--- config.mk ---
export PLATFORM = sky130hd
export DESIGN_NAME = signed_decimal_list_parser
export DESIGN_NICKNAME = d
export VERILOG_FILES = /design/src/rtl/sdlp_pkg.sv /design/src/rtl/signed_decimal_list_parser.sv
export SDC_FILE = /design/constraint.sdc
export NUM_CORES = 1
export LEC_CHECK = 0
export ABC_AREA = 1
export BUFFER_PORTS_ARGS = -buffer_cell sky130_fd_sc_hd__buf_2
export CELL_PAD_IN_SITES_DETAIL_PLACEMENT = 1
export CELL_PAD_IN_SITES_GLOBAL_PLACEMENT = 1
export CORE_ASPECT_RATIO = 0.9
export CORE_MARGIN = 2
export CORE_UTILIZATION = 46
export CTS_BUF_LIST = sky130_fd_sc_hd__clkbuf_4 sky130_fd_sc_hd__clkbuf_8
export DETAILED_ROUTE_END_ITERATION = 12
export PLACE_DENSITY_LB_ADDON = 0.15
export SLEW_MARGIN = 40
export SYNTH_ARGS = -nofsm -noshare
export SYNTH_HDL_FRONTEND = slang
export SYNTH_SLANG_ARGS = --single-unit
--- constraint.sdc ---
create_clock -name clk -period 5.1 [get_ports clk]
set_input_delay 0.765 -clock clk [delete_from_list [all_inputs] [get_ports clk]]
set_output_delay 0.765 -clock clk [all_outputs]
set_load 0.02 [all_outputs]
--- src/rtl/sdlp_pkg.sv ---
package sdlp_pkg;

    localparam int DATA_DEPTH_DEF     = 4096;
    localparam int WORD_BITS_DEF      = 15;
    localparam int MAX_LINE_WORDS_DEF = 64;

    localparam int WORD_W  = 15;
    localparam int ADDR_W  = 12;
    localparam int COUNT_W = 7;

    localparam logic [1:0] ERR_NONE   = 2'd0;
    localparam logic [1:0] ERR_SYNTAX = 2'd1;
    localparam logic [1:0] ERR_RANGE  = 2'd2;

    localparam logic [7:0] CH_TAB   = 8'd9;
    localparam logic [7:0] CH_NL    = 8'd10;
    localparam logic [7:0] CH_VT    = 8'd11;
    localparam logic [7:0] CH_FF    = 8'd12;
    localparam logic [7:0] CH_CR    = 8'd13;
    localparam logic [7:0] CH_SPACE = 8'd32;
    localparam logic [7:0] CH_PLUS  = 8'd43;
    localparam logic [7:0] CH_COMMA = 8'd44;
    localparam logic [7:0] CH_MINUS = 8'd45;
    localparam logic [7:0] CH_ZERO  = 8'd48;
    localparam logic [7:0] CH_NINE  = 8'd57;

    typedef struct packed {
        logic [7:0] ch;
        logic       line_start;
        logic       clear_address;
    } item_t;

    typedef struct packed {
        logic               word_valid;
        logic [WORD_W-1:0]  word;
        logic [ADDR_W-1:0]  address;
        logic               line_done;
        logic [COUNT_W-1:0] word_count;
        logic [1:0]         error_code;
    } result_t;

endpackage

--- src/rtl/signed_decimal_list_parser.sv ---
// Signed decimal list parser. Takes one character of a data-directive operand
// per request and returns at most one result per character: a number word with
// its data address, an end-of-line marker, or an error code (1 syntax, 2 range).
// A new character is accepted every cycle while the result side keeps up; each
// character passes an input register, then the phase update and a times-ten
// adder, then the result register. A result is presented once the edge that
// moves its request out of the input register has loaded the result register;
// a stalled held result delays that edge. While a held result is stalled no
// character leaves the input register, even one that gives no result, so the
// input side stalls once that register is full.
module signed_decimal_list_parser #(
    parameter int DATA_DEPTH     = sdlp_pkg::DATA_DEPTH_DEF,
    parameter int WORD_BITS      = sdlp_pkg::WORD_BITS_DEF,
    parameter int MAX_LINE_WORDS = sdlp_pkg::MAX_LINE_WORDS_DEF
) (
    input  logic             clk,
    input  logic             rst_n,
    input  logic             item_valid,
    output logic             item_stall,
    input  sdlp_pkg::item_t  item,
    output logic             result_valid,
    input  logic             result_stall,
    output sdlp_pkg::result_t result
);

    localparam int AW = $clog2(DATA_DEPTH);
    localparam int CW = $clog2(MAX_LINE_WORDS + 1);
    localparam int PW = WORD_BITS + 4;

    localparam logic [2:0] PH_FIRST       = 3'd0;
    localparam logic [2:0] PH_AFTER_COMMA = 3'd1;
    localparam logic [2:0] PH_AFTER_SIGN  = 3'd2;
    localparam logic [2:0] PH_DIGITS      = 3'd3;
    localparam logic [2:0] PH_AFTER_NUM   = 3'd4;

    // input stage
    logic            in_valid_reg;
    sdlp_pkg::item_t in_reg;

    // parser state
    logic [2:0]           phase_reg, phase_next;
    logic                 neg_reg, neg_next;
    logic [WORD_BITS-1:0] mag_reg, mag_next;
    logic                 big_reg, big_next;
    logic [CW-1:0]        words_reg, words_next;
    logic [AW-1:0]        addr_reg, addr_next;
    logic                 failed_reg, failed_next;

    // result stage
    logic              out_valid_reg;
    sdlp_pkg::result_t out_reg;

    logic out_free;
    logic fire;

    logic                 r_valid;
    logic                 r_wv;
    logic [WORD_BITS-1:0] r_word;
    logic [AW-1:0]        r_addr;
    logic                 r_done;
    logic [CW-1:0]        r_count;
    logic [1:0]           r_err;

    logic [WORD_BITS+sdlp_pkg::WORD_W-1:0] word_wide;
    logic [AW+sdlp_pkg::ADDR_W-1:0]        addr_wide;
    logic [CW+sdlp_pkg::COUNT_W-1:0]       count_wide;
    sdlp_pkg::result_t                     res;

    logic [7:0]    ch;
    logic          is_nl, is_ws, is_digit, is_comma, is_sign;
    logic [3:0]    digit;
    logic [PW-1:0] prod;

    assign out_free   = !out_valid_reg || !result_stall;
    assign fire       = in_valid_reg && out_free;
    assign item_stall = in_valid_reg && !out_free;

    assign ch       = in_reg.ch;
    assign is_nl    = (ch == sdlp_pkg::CH_NL);
    assign is_ws    = (ch == sdlp_pkg::CH_SPACE) || (ch == sdlp_pkg::CH_TAB) ||
                      (ch == sdlp_pkg::CH_VT) || (ch == sdlp_pkg::CH_FF) ||
                      (ch == sdlp_pkg::CH_CR);
    assign is_digit = (ch >= sdlp_pkg::CH_ZERO) && (ch <= sdlp_pkg::CH_NINE);
    assign is_comma = (ch == sdlp_pkg::CH_COMMA);
    assign is_sign  = (ch == sdlp_pkg::CH_PLUS) || (ch == sdlp_pkg::CH_MINUS);
    assign digit    = 4'(ch - sdlp_pkg::CH_ZERO);

    always_comb
    begin
        logic [WORD_BITS-1:0] mag_base;
        logic                 ext_digit;
        logic                 line_clear;

        phase_next  = phase_reg;
        neg_next    = neg_reg;
        mag_next    = mag_reg;
        big_next    = big_reg;
        words_next  = words_reg;
        addr_next   = addr_reg;
        failed_next = failed_reg;
        ext_digit   = 1'b0;
        line_clear  = 1'b0;

        r_valid = 1'b0;
        r_wv    = 1'b0;
        r_word  = '0;
        r_addr  = '0;
        r_done  = 1'b0;
        r_count = '0;
        r_err   = sdlp_pkg::ERR_NONE;

        if (in_reg.line_start)
        begin
            phase_next  = PH_FIRST;
            neg_next    = 1'b0;
            mag_next    = '0;
            big_next    = 1'b0;
            words_next  = '0;
            failed_next = 1'b0;
        end
        if (in_reg.clear_address)
        begin
            addr_next = '0;
        end

        if (failed_next)
        begin
            if (is_nl)
            begin
                line_clear = 1'b1;
            end
        end
        else if (!is_nl && !is_ws && !is_digit && !is_comma && !is_sign)
        begin
            failed_next = 1'b1;
            r_valid     = 1'b1;
            r_err       = sdlp_pkg::ERR_SYNTAX;
            r_count     = words_next;
        end
        else
        begin
            unique case (phase_next)
                PH_FIRST, PH_AFTER_COMMA:
                begin
                    if (is_ws)
                    begin
                    end
                    else if (is_nl)
                    begin
                        r_valid = 1'b1;
                        r_count = words_next;
                        if (phase_next == PH_AFTER_COMMA)
                        begin
                            failed_next = 1'b1;
                            r_err       = sdlp_pkg::ERR_SYNTAX;
                        end
                        else
                        begin
                            r_done     = 1'b1;
                            line_clear = 1'b1;
                        end
                    end
                    else if (is_comma)
                    begin
                        failed_next = 1'b1;
                        r_valid     = 1'b1;
                        r_err       = sdlp_pkg::ERR_SYNTAX;
                        r_count     = words_next;
                    end
                    else
                    begin
                        neg_next = 1'b0;
                        mag_next = '0;
                        big_next = 1'b0;
                        if (is_sign)
                        begin
                            neg_next   = (ch == sdlp_pkg::CH_MINUS);
                            phase_next = PH_AFTER_SIGN;
                        end
                        else
                        begin
                            ext_digit = 1'b1;
                        end
                    end
                end
                PH_AFTER_SIGN:
                begin
                    if (!is_digit)
                    begin
                        failed_next = 1'b1;
                        r_valid     = 1'b1;
                        r_err       = sdlp_pkg::ERR_SYNTAX;
                        r_count     = words_next;
                    end
                    else
                    begin
                        ext_digit = 1'b1;
                    end
                end
                PH_DIGITS:
                begin
                    if (is_digit)
                    begin
                        ext_digit = 1'b1;
                    end
                    else if (is_sign)
                    begin
                        failed_next = 1'b1;
                        r_valid     = 1'b1;
                        r_err       = sdlp_pkg::ERR_SYNTAX;
                        r_count     = words_next;
                    end
                    else if (!neg_next && big_next)
                    begin
                        failed_next = 1'b1;
                        r_valid     = 1'b1;
                        r_err       = sdlp_pkg::ERR_RANGE;
                        r_count     = words_next;
                    end
                    else if (words_next >= CW'(MAX_LINE_WORDS))
                    begin
                        failed_next = 1'b1;
                        r_valid     = 1'b1;
                        r_err       = sdlp_pkg::ERR_SYNTAX;
                        r_count     = words_next;
                    end
                    else
                    begin
                        r_valid = 1'b1;
                        r_wv    = 1'b1;
                        r_word  = neg_next ? (WORD_BITS'(0) - mag_next) : mag_next;
                        r_addr  = addr_next;
                        if (addr_next == AW'(DATA_DEPTH - 1))
                        begin
                            addr_next = '0;
                        end
                        else
                        begin
                            addr_next = addr_next + 1'b1;
                        end
                        words_next = words_next + 1'b1;
                        r_count    = words_next;
                        neg_next   = 1'b0;
                        mag_next   = '0;
                        big_next   = 1'b0;
                        if (is_nl)
                        begin
                            r_done     = 1'b1;
                            line_clear = 1'b1;
                        end
                        else
                        begin
                            phase_next = is_comma ? PH_AFTER_COMMA : PH_AFTER_NUM;
                        end
                    end
                end
                default:
                begin
                    if (is_ws)
                    begin
                    end
                    else if (is_comma)
                    begin
                        phase_next = PH_AFTER_COMMA;
                    end
                    else if (is_nl)
                    begin
                        r_valid    = 1'b1;
                        r_done     = 1'b1;
                        r_count    = words_next;
                        line_clear = 1'b1;
                    end
                    else
                    begin
                        failed_next = 1'b1;
                        r_valid     = 1'b1;
                        r_err       = sdlp_pkg::ERR_SYNTAX;
                        r_count     = words_next;
                    end
                end
            endcase
        end

        // times ten plus digit; any carry past the word marks the number too big
        mag_base = mag_next;
        prod     = ({4'b0, mag_base} << 3) + ({4'b0, mag_base} << 1) + PW'(digit);
        if (ext_digit)
        begin
            if (|prod[PW-1:WORD_BITS])
            begin
                big_next = 1'b1;
            end
            mag_next   = prod[WORD_BITS-1:0];
            phase_next = PH_DIGITS;
        end

        if (line_clear)
        begin
            phase_next  = PH_FIRST;
            neg_next    = 1'b0;
            mag_next    = '0;
            big_next    = 1'b0;
            words_next  = '0;
            failed_next = 1'b0;
        end
    end

    assign word_wide  = {{sdlp_pkg::WORD_W{1'b0}}, r_word};
    assign addr_wide  = {{sdlp_pkg::ADDR_W{1'b0}}, r_addr};
    assign count_wide = {{sdlp_pkg::COUNT_W{1'b0}}, r_count};

    always_comb
    begin
        res.word_valid = r_wv;
        res.word       = word_wide[sdlp_pkg::WORD_W-1:0];
        res.address    = addr_wide[sdlp_pkg::ADDR_W-1:0];
        res.line_done  = r_done;
        res.word_count = count_wide[sdlp_pkg::COUNT_W-1:0];
        res.error_code = r_err;
    end

    always_ff @(posedge clk or negedge rst_n)
    begin
        if (!rst_n)
        begin
            in_valid_reg  <= 1'b0;
            out_valid_reg <= 1'b0;
            phase_reg     <= PH_FIRST;
            neg_reg       <= 1'b0;
            mag_reg       <= '0;
            big_reg       <= 1'b0;
            words_reg     <= '0;
            addr_reg      <= '0;
            failed_reg    <= 1'b0;
        end
        else
        begin
            if (!item_stall)
            begin
                in_valid_reg <= item_valid;
            end
            if (out_free)
            begin
                out_valid_reg <= fire && r_valid;
            end
            if (fire)
            begin
                phase_reg  <= phase_next;
                neg_reg    <= neg_next;
                mag_reg    <= mag_next;
                big_reg    <= big_next;
                words_reg  <= words_next;
                addr_reg   <= addr_next;
                failed_reg <= failed_next;
            end
        end
    end

    always_ff @(posedge clk)
    begin
        if (!item_stall && item_valid)
        begin
            in_reg <= item;
        end
        if (fire && r_valid)
        begin
            out_reg <= res;
        end
    end

    assign result_valid = out_valid_reg;
    assign result       = out_reg;

`ifndef SYNTH
    a_word_no_error: assert property (@(posedge clk) disable iff (!rst_n)
        result_valid && result.word_valid |-> result.error_code == sdlp_pkg::ERR_NONE)
        else $error("word emitted together with an error");

    a_done_no_error: assert property (@(posedge clk) disable iff (!rst_n)
        result_valid && result.line_done |-> result.error_code == sdlp_pkg::ERR_NONE)
        else $error("line ended cleanly with an error code");

    a_result_meaningful: assert property (@(posedge clk) disable iff (!rst_n)
        result_valid |-> result.word_valid || result.line_done ||
                         result.error_code != sdlp_pkg::ERR_NONE)
        else $error("empty result delivered");

    a_words_bound: assert property (@(posedge clk) disable iff (!rst_n)
        words_reg <= CW'(MAX_LINE_WORDS))
        else $error("line word count past limit");

    a_failed_quiet: assert property (@(posedge clk) disable iff (!rst_n)
        fire && failed_reg && !in_reg.line_start |=> !result_valid)
        else $error("result after a line error");
`endif

endmodule

==> impl_metrics.py <==
metrics = {
    "die": {
        "fp-row-count": 40,
        "fp.dieW_um": 127,
        "dieArea_sq_mm": 0.0145,
        "die_height_um": 114,
        "floorplan.initialDensity": 0.469,
        "core_area_sq_mm": 0.0133,
        "boundaryPins": 54,
    },
    "sta": {
        "finalSetupTns_ns": 0,
        "timing_max_transition_violations_final": 0,
        "finalCritPeriodShare": 0.874,
        "setup_repair_after_global_routing_missed_its_margin": "no",
        "finalWorstPathRequiredPeriod_ns": 4.46,
        "fin_worst_skew_ns": 0.0138,
        "maxSlewHeadroom": 0.514,
        "fmax_mhz": 224,
        "worst_pin_slew_ns": 0.727,
        "timing.final.hold_violations": 0,
        "finalSetupViolCount": 0,
    },
    "setup_path": {
        "setup.worst_path.start_class": "flip-flop",
        "r2r_end": "mag_reg[14]$_DFFE_PN0P_",
        "reg2reg_depth": 21,
        "r2r_start": "in_reg[1]$_DFFE_PP_",
        "cp_capture_type": "flip-flop",
        "endpoint_required_time_on_the_critical_path_ns": 5.42,
        "worstPathArrival_ns": 4.78,
        "worst_reg2reg_setup_slack_ns": 0.64,
        "path_class": "flip-flop to flip-flop",
        "largest_fanout_on_the_critical_path": 16,
    },
    "synth": {
        "syn_inst": 818,
        "synth_top_area_share": 0.232,
        "postSynth.topFlopCell": "sky130_fd_sc_hd__edfxtp_1",
        "yosys-top-cells-area": "sky130_fd_sc_hd__edfxtp_1, sky130_fd_sc_hd__dfrtp_1, sky130_fd_sc_hd__nand2_1, sky130_fd_sc_hd__inv_1, sky130_fd_sc_hd__nor2_1",
        "post_synth_num_cell_types": 45,
        "synth-seq-cells": 90,
        "synth-edff-count": 48,
        "synthArstFlopShare": 0.467,
        "synth_area_sq_mm": 0.00621,
        "synth.yosys.seq_area_share": 0.401,
        "syn_avg_cell_area_sq_um": 7.60,
        "yosys_warnings": 0,
        "postSynthNetCount": 866,
        "synth_top_area_cell": "sky130_fd_sc_hd__edfxtp_1",
    },
    "finish": {
        "fill_cells": 1705,
        "drive_gt1_frac": 0.131,
        "multi_input_area_sq_mm": 0.00313,
        "largest_reg_flops": 38,
        "areaGrowthSynthToFinish_pct": 10.2,
        "layout_commonest_cell": "sky130_fd_sc_hd__nand2_1",
        "final_core_utilization": 0.517,
        "finish.cell_count_without_fillers": 1045,
        "antenna_cells": 0,
        "area_used_by_sequential_logic_in_the_layout_sq_mm": 0.00249,
        "fin_nets": 920,
        "layout_common_cells": "sky130_fd_sc_hd__nand2_1, sky130_fd_sc_hd__inv_1, sky130_fd_sc_hd__nor2_1, sky130_fd_sc_hd__buf_2, sky130_fd_sc_hd__o21ai_0",
    },
    "power_and_ir_drop": {
        "combPwrFrac": 0.305,
        "clockPowerShare": 0.253,
        "power.share.switching": 0.389,
        "power.density_cell_area_mw_per_mm2": 310,
        "p_sw_uw": 827,
        "ir_drop_mv": 0.145,
        "cell_internal_pwr_uw": 1300,
        "share_seq_of_total_power": 0.442,
        "leakage_power_uw": 0.00315,
    },
    "routing": {
        "dr_total_vias": 5761,
        "vias_per_cell": 5.51,
        "final_antenna_net_count": 0,
        "drtIter0Drc": 347,
        "remaining_drc_errors": 0,
        "drt_pass1_iterations": 5,
        "drt-total-wl_um": 18600,
        "post_drt_wl_per_cell_um": 17.8,
    },
    "clocking": {
        "tritoncts_clock_tree": "yes",
        "clkSinkCount": 90,
        "cts_htree_levels": 3,
        "post_cts_setup_driven_buffer_insertion_count": 0,
        "num_cts_buffers": 9,
        "cts_hold_buffers": 0,
        "ctsResizeCount": 0,
        "cts_max_path_buffers": 2,
        "clk_pin_slew_worst_paths_ns": 0.10,
        "worst_skew_pair.late_latency_ns": 0.39,
        "cts-root-buf": "sky130_fd_sc_hd__clkbuf_8",
    },
    "global_routing": {
        "grt_max_degree": 43,
        "grt_remaining_overflow": 0,
        "grt_first_pass_wirelength_um": 30700,
        "grt_pass1_vias": 6024,
        "gr-usage-all-layers": 0.266,
        "number_of_antenna_violations_at_the_first_check_in_global_routing": 0,
    },
    "place": {
        "portbufs": 53,
        "hpwlAfterDp_um": 14400,
        "place.gp.congestion": 1.01,
        "numPlacedInstances": 1029,
    },
    "worst_hold_path": {
        "worst_hold_path_type": "input pin to async pin",
    },
    "flow_run": {
        "max-cap-violations": 0,
    },
    "outcome": {
        "outcome": "finished clean",
    },
}
==> layer usage <==
metal  GRT usage  vias up  routed length (um)
li1            -     2815                   -
met1       0.362     2798                8880
met2       0.444      129                8700
met3      0.0509       19                 799
met4      0.0579        0                 235
met5           0        -                   0
==> worst max-delay path: stages, from the launching register on <==
cell and delay (ns):
sky130_fd_sc_hd__edfxtp_1 0.62, sky130_fd_sc_hd__nor2_4 0.32, sky130_fd_sc_hd__clkinv_1 0.33, sky130_fd_sc_hd__nand4_1 0.21, sky130_fd_sc_hd__nand2_1 0.09, sky130_fd_sc_hd__nand3_1 0.17, sky130_fd_sc_hd__inv_2 0.14, sky130_fd_sc_hd__nor2_1 0.21
sky130_fd_sc_hd__inv_1 0.10, sky130_fd_sc_hd__fa_1 0.49, sky130_fd_sc_hd__fa_1 0.48, sky130_fd_sc_hd__inv_1 0.10, sky130_fd_sc_hd__nand2_1 0.06, sky130_fd_sc_hd__nand3_1 0.14, sky130_fd_sc_hd__a21oi_1 0.12, sky130_fd_sc_hd__o21ai_0 0.30
sky130_fd_sc_hd__nand2_1 0.13, sky130_fd_sc_hd__nand3_1 0.09, sky130_fd_sc_hd__nand2_1 0.05, sky130_fd_sc_hd__nand3_1 0.06, sky130_fd_sc_hd__nand3_1 0.08, sky130_fd_sc_hd__o21ai_1 0.09
==> final cells by class <==
| type | count | area share |
|---|---|---|
| clock buffer | 9 | 0.0181 |
| clock inverter | 7 | 0.0122 |
| inverter | 127 | 0.0703 |
| multi-input combinational | 583 | 0.457 |
| sequential | 90 | 0.364 |
| tap | 168 | 0.0307 |
| timing repair buffer | 61 | 0.0475 |
==> synth_stat cells, drive strengths merged, types with 5 or more instances <==
| cell | number |
|---|---|
| inv | 126 |
| edfxtp | 48 |
| or2 | 5 |
| dfrtp | 42 |
| o21ai | 65 |
| o31ai | 5 |
| nor2 | 127 |
| a211oi | 7 |
| nor3 | 20 |
| nand2 | 175 |
| nand3 | 46 |
| clkbuf | 9 |
| nand4 | 16 |
| a21oi | 39 |
| xor2 | 9 |
| buf | 9 |
| ha | 32 |
| o22ai | 11 |
==> kinds of logic (layout without fill, tap and decap cells) <==
group / after synthesis / in the layout / share of synthesized area
adder cells (fa/ha/maj): 34 / 34 / 0.0709
AO/OA/AOI/OAI: 147 / 147 / 0.139
AND/OR/NAND/NOR: 389 / 389 / 0.276
flip-flops: 90 / 90 / 0.401
buffers and inverters: 145 / 204 / 0.0946
XOR/XNOR: 13 / 13 / 0.0183
==> power groups by stage <==
stage	sequential [uW]	clock [uW]	combinational (uW)
final	939	538	648
after global routing	950	566	715
after CTS	939	545	649
after detailed placement	954	0	645
after global placement	949	0	626
after floorplan	1030	0	364
==> stage by stage <==
step	total power [uW]	hold WS [ns]	setup WS (ns)	area, sq um
finish	2130	0.467	0.645	6850
global route	2230	0.502	0.223	6850
CTS	2130	0.482	0.639	6850
detailed placement	1600	0.474	0.658	6640
global placement	1580	0.466	0.925	6640
floorplan	1390	0.449	1.58	6210
==> worst max-delay path by stage <==
stage	from	to	slack (ns)	cells past startpoint
finish	in_reg[1]$_DFFE_PP_	mag_reg[14]$_DFFE_PN0P_	0.64	21
floorplan	ch[4]$_DFFE_PP_	mag_reg[14]$_DFFE_PN0P_	1.58	24
global route	in_reg[1]$_DFFE_PP_	mag_reg[14]$_DFFE_PN0P_	0.22	21
CTS	in_reg[1]$_DFFE_PP_	mag_reg[14]$_DFFE_PN0P_	0.64	20
global placement	in_reg[1]$_DFFE_PP_	big_reg$_DFFE_PN0P_	0.92	24
detailed placement	in_reg[1]$_DFFE_PP_	mag_reg[14]$_DFFE_PN0P_	0.66	20
(Power assumes the default switching activity.)
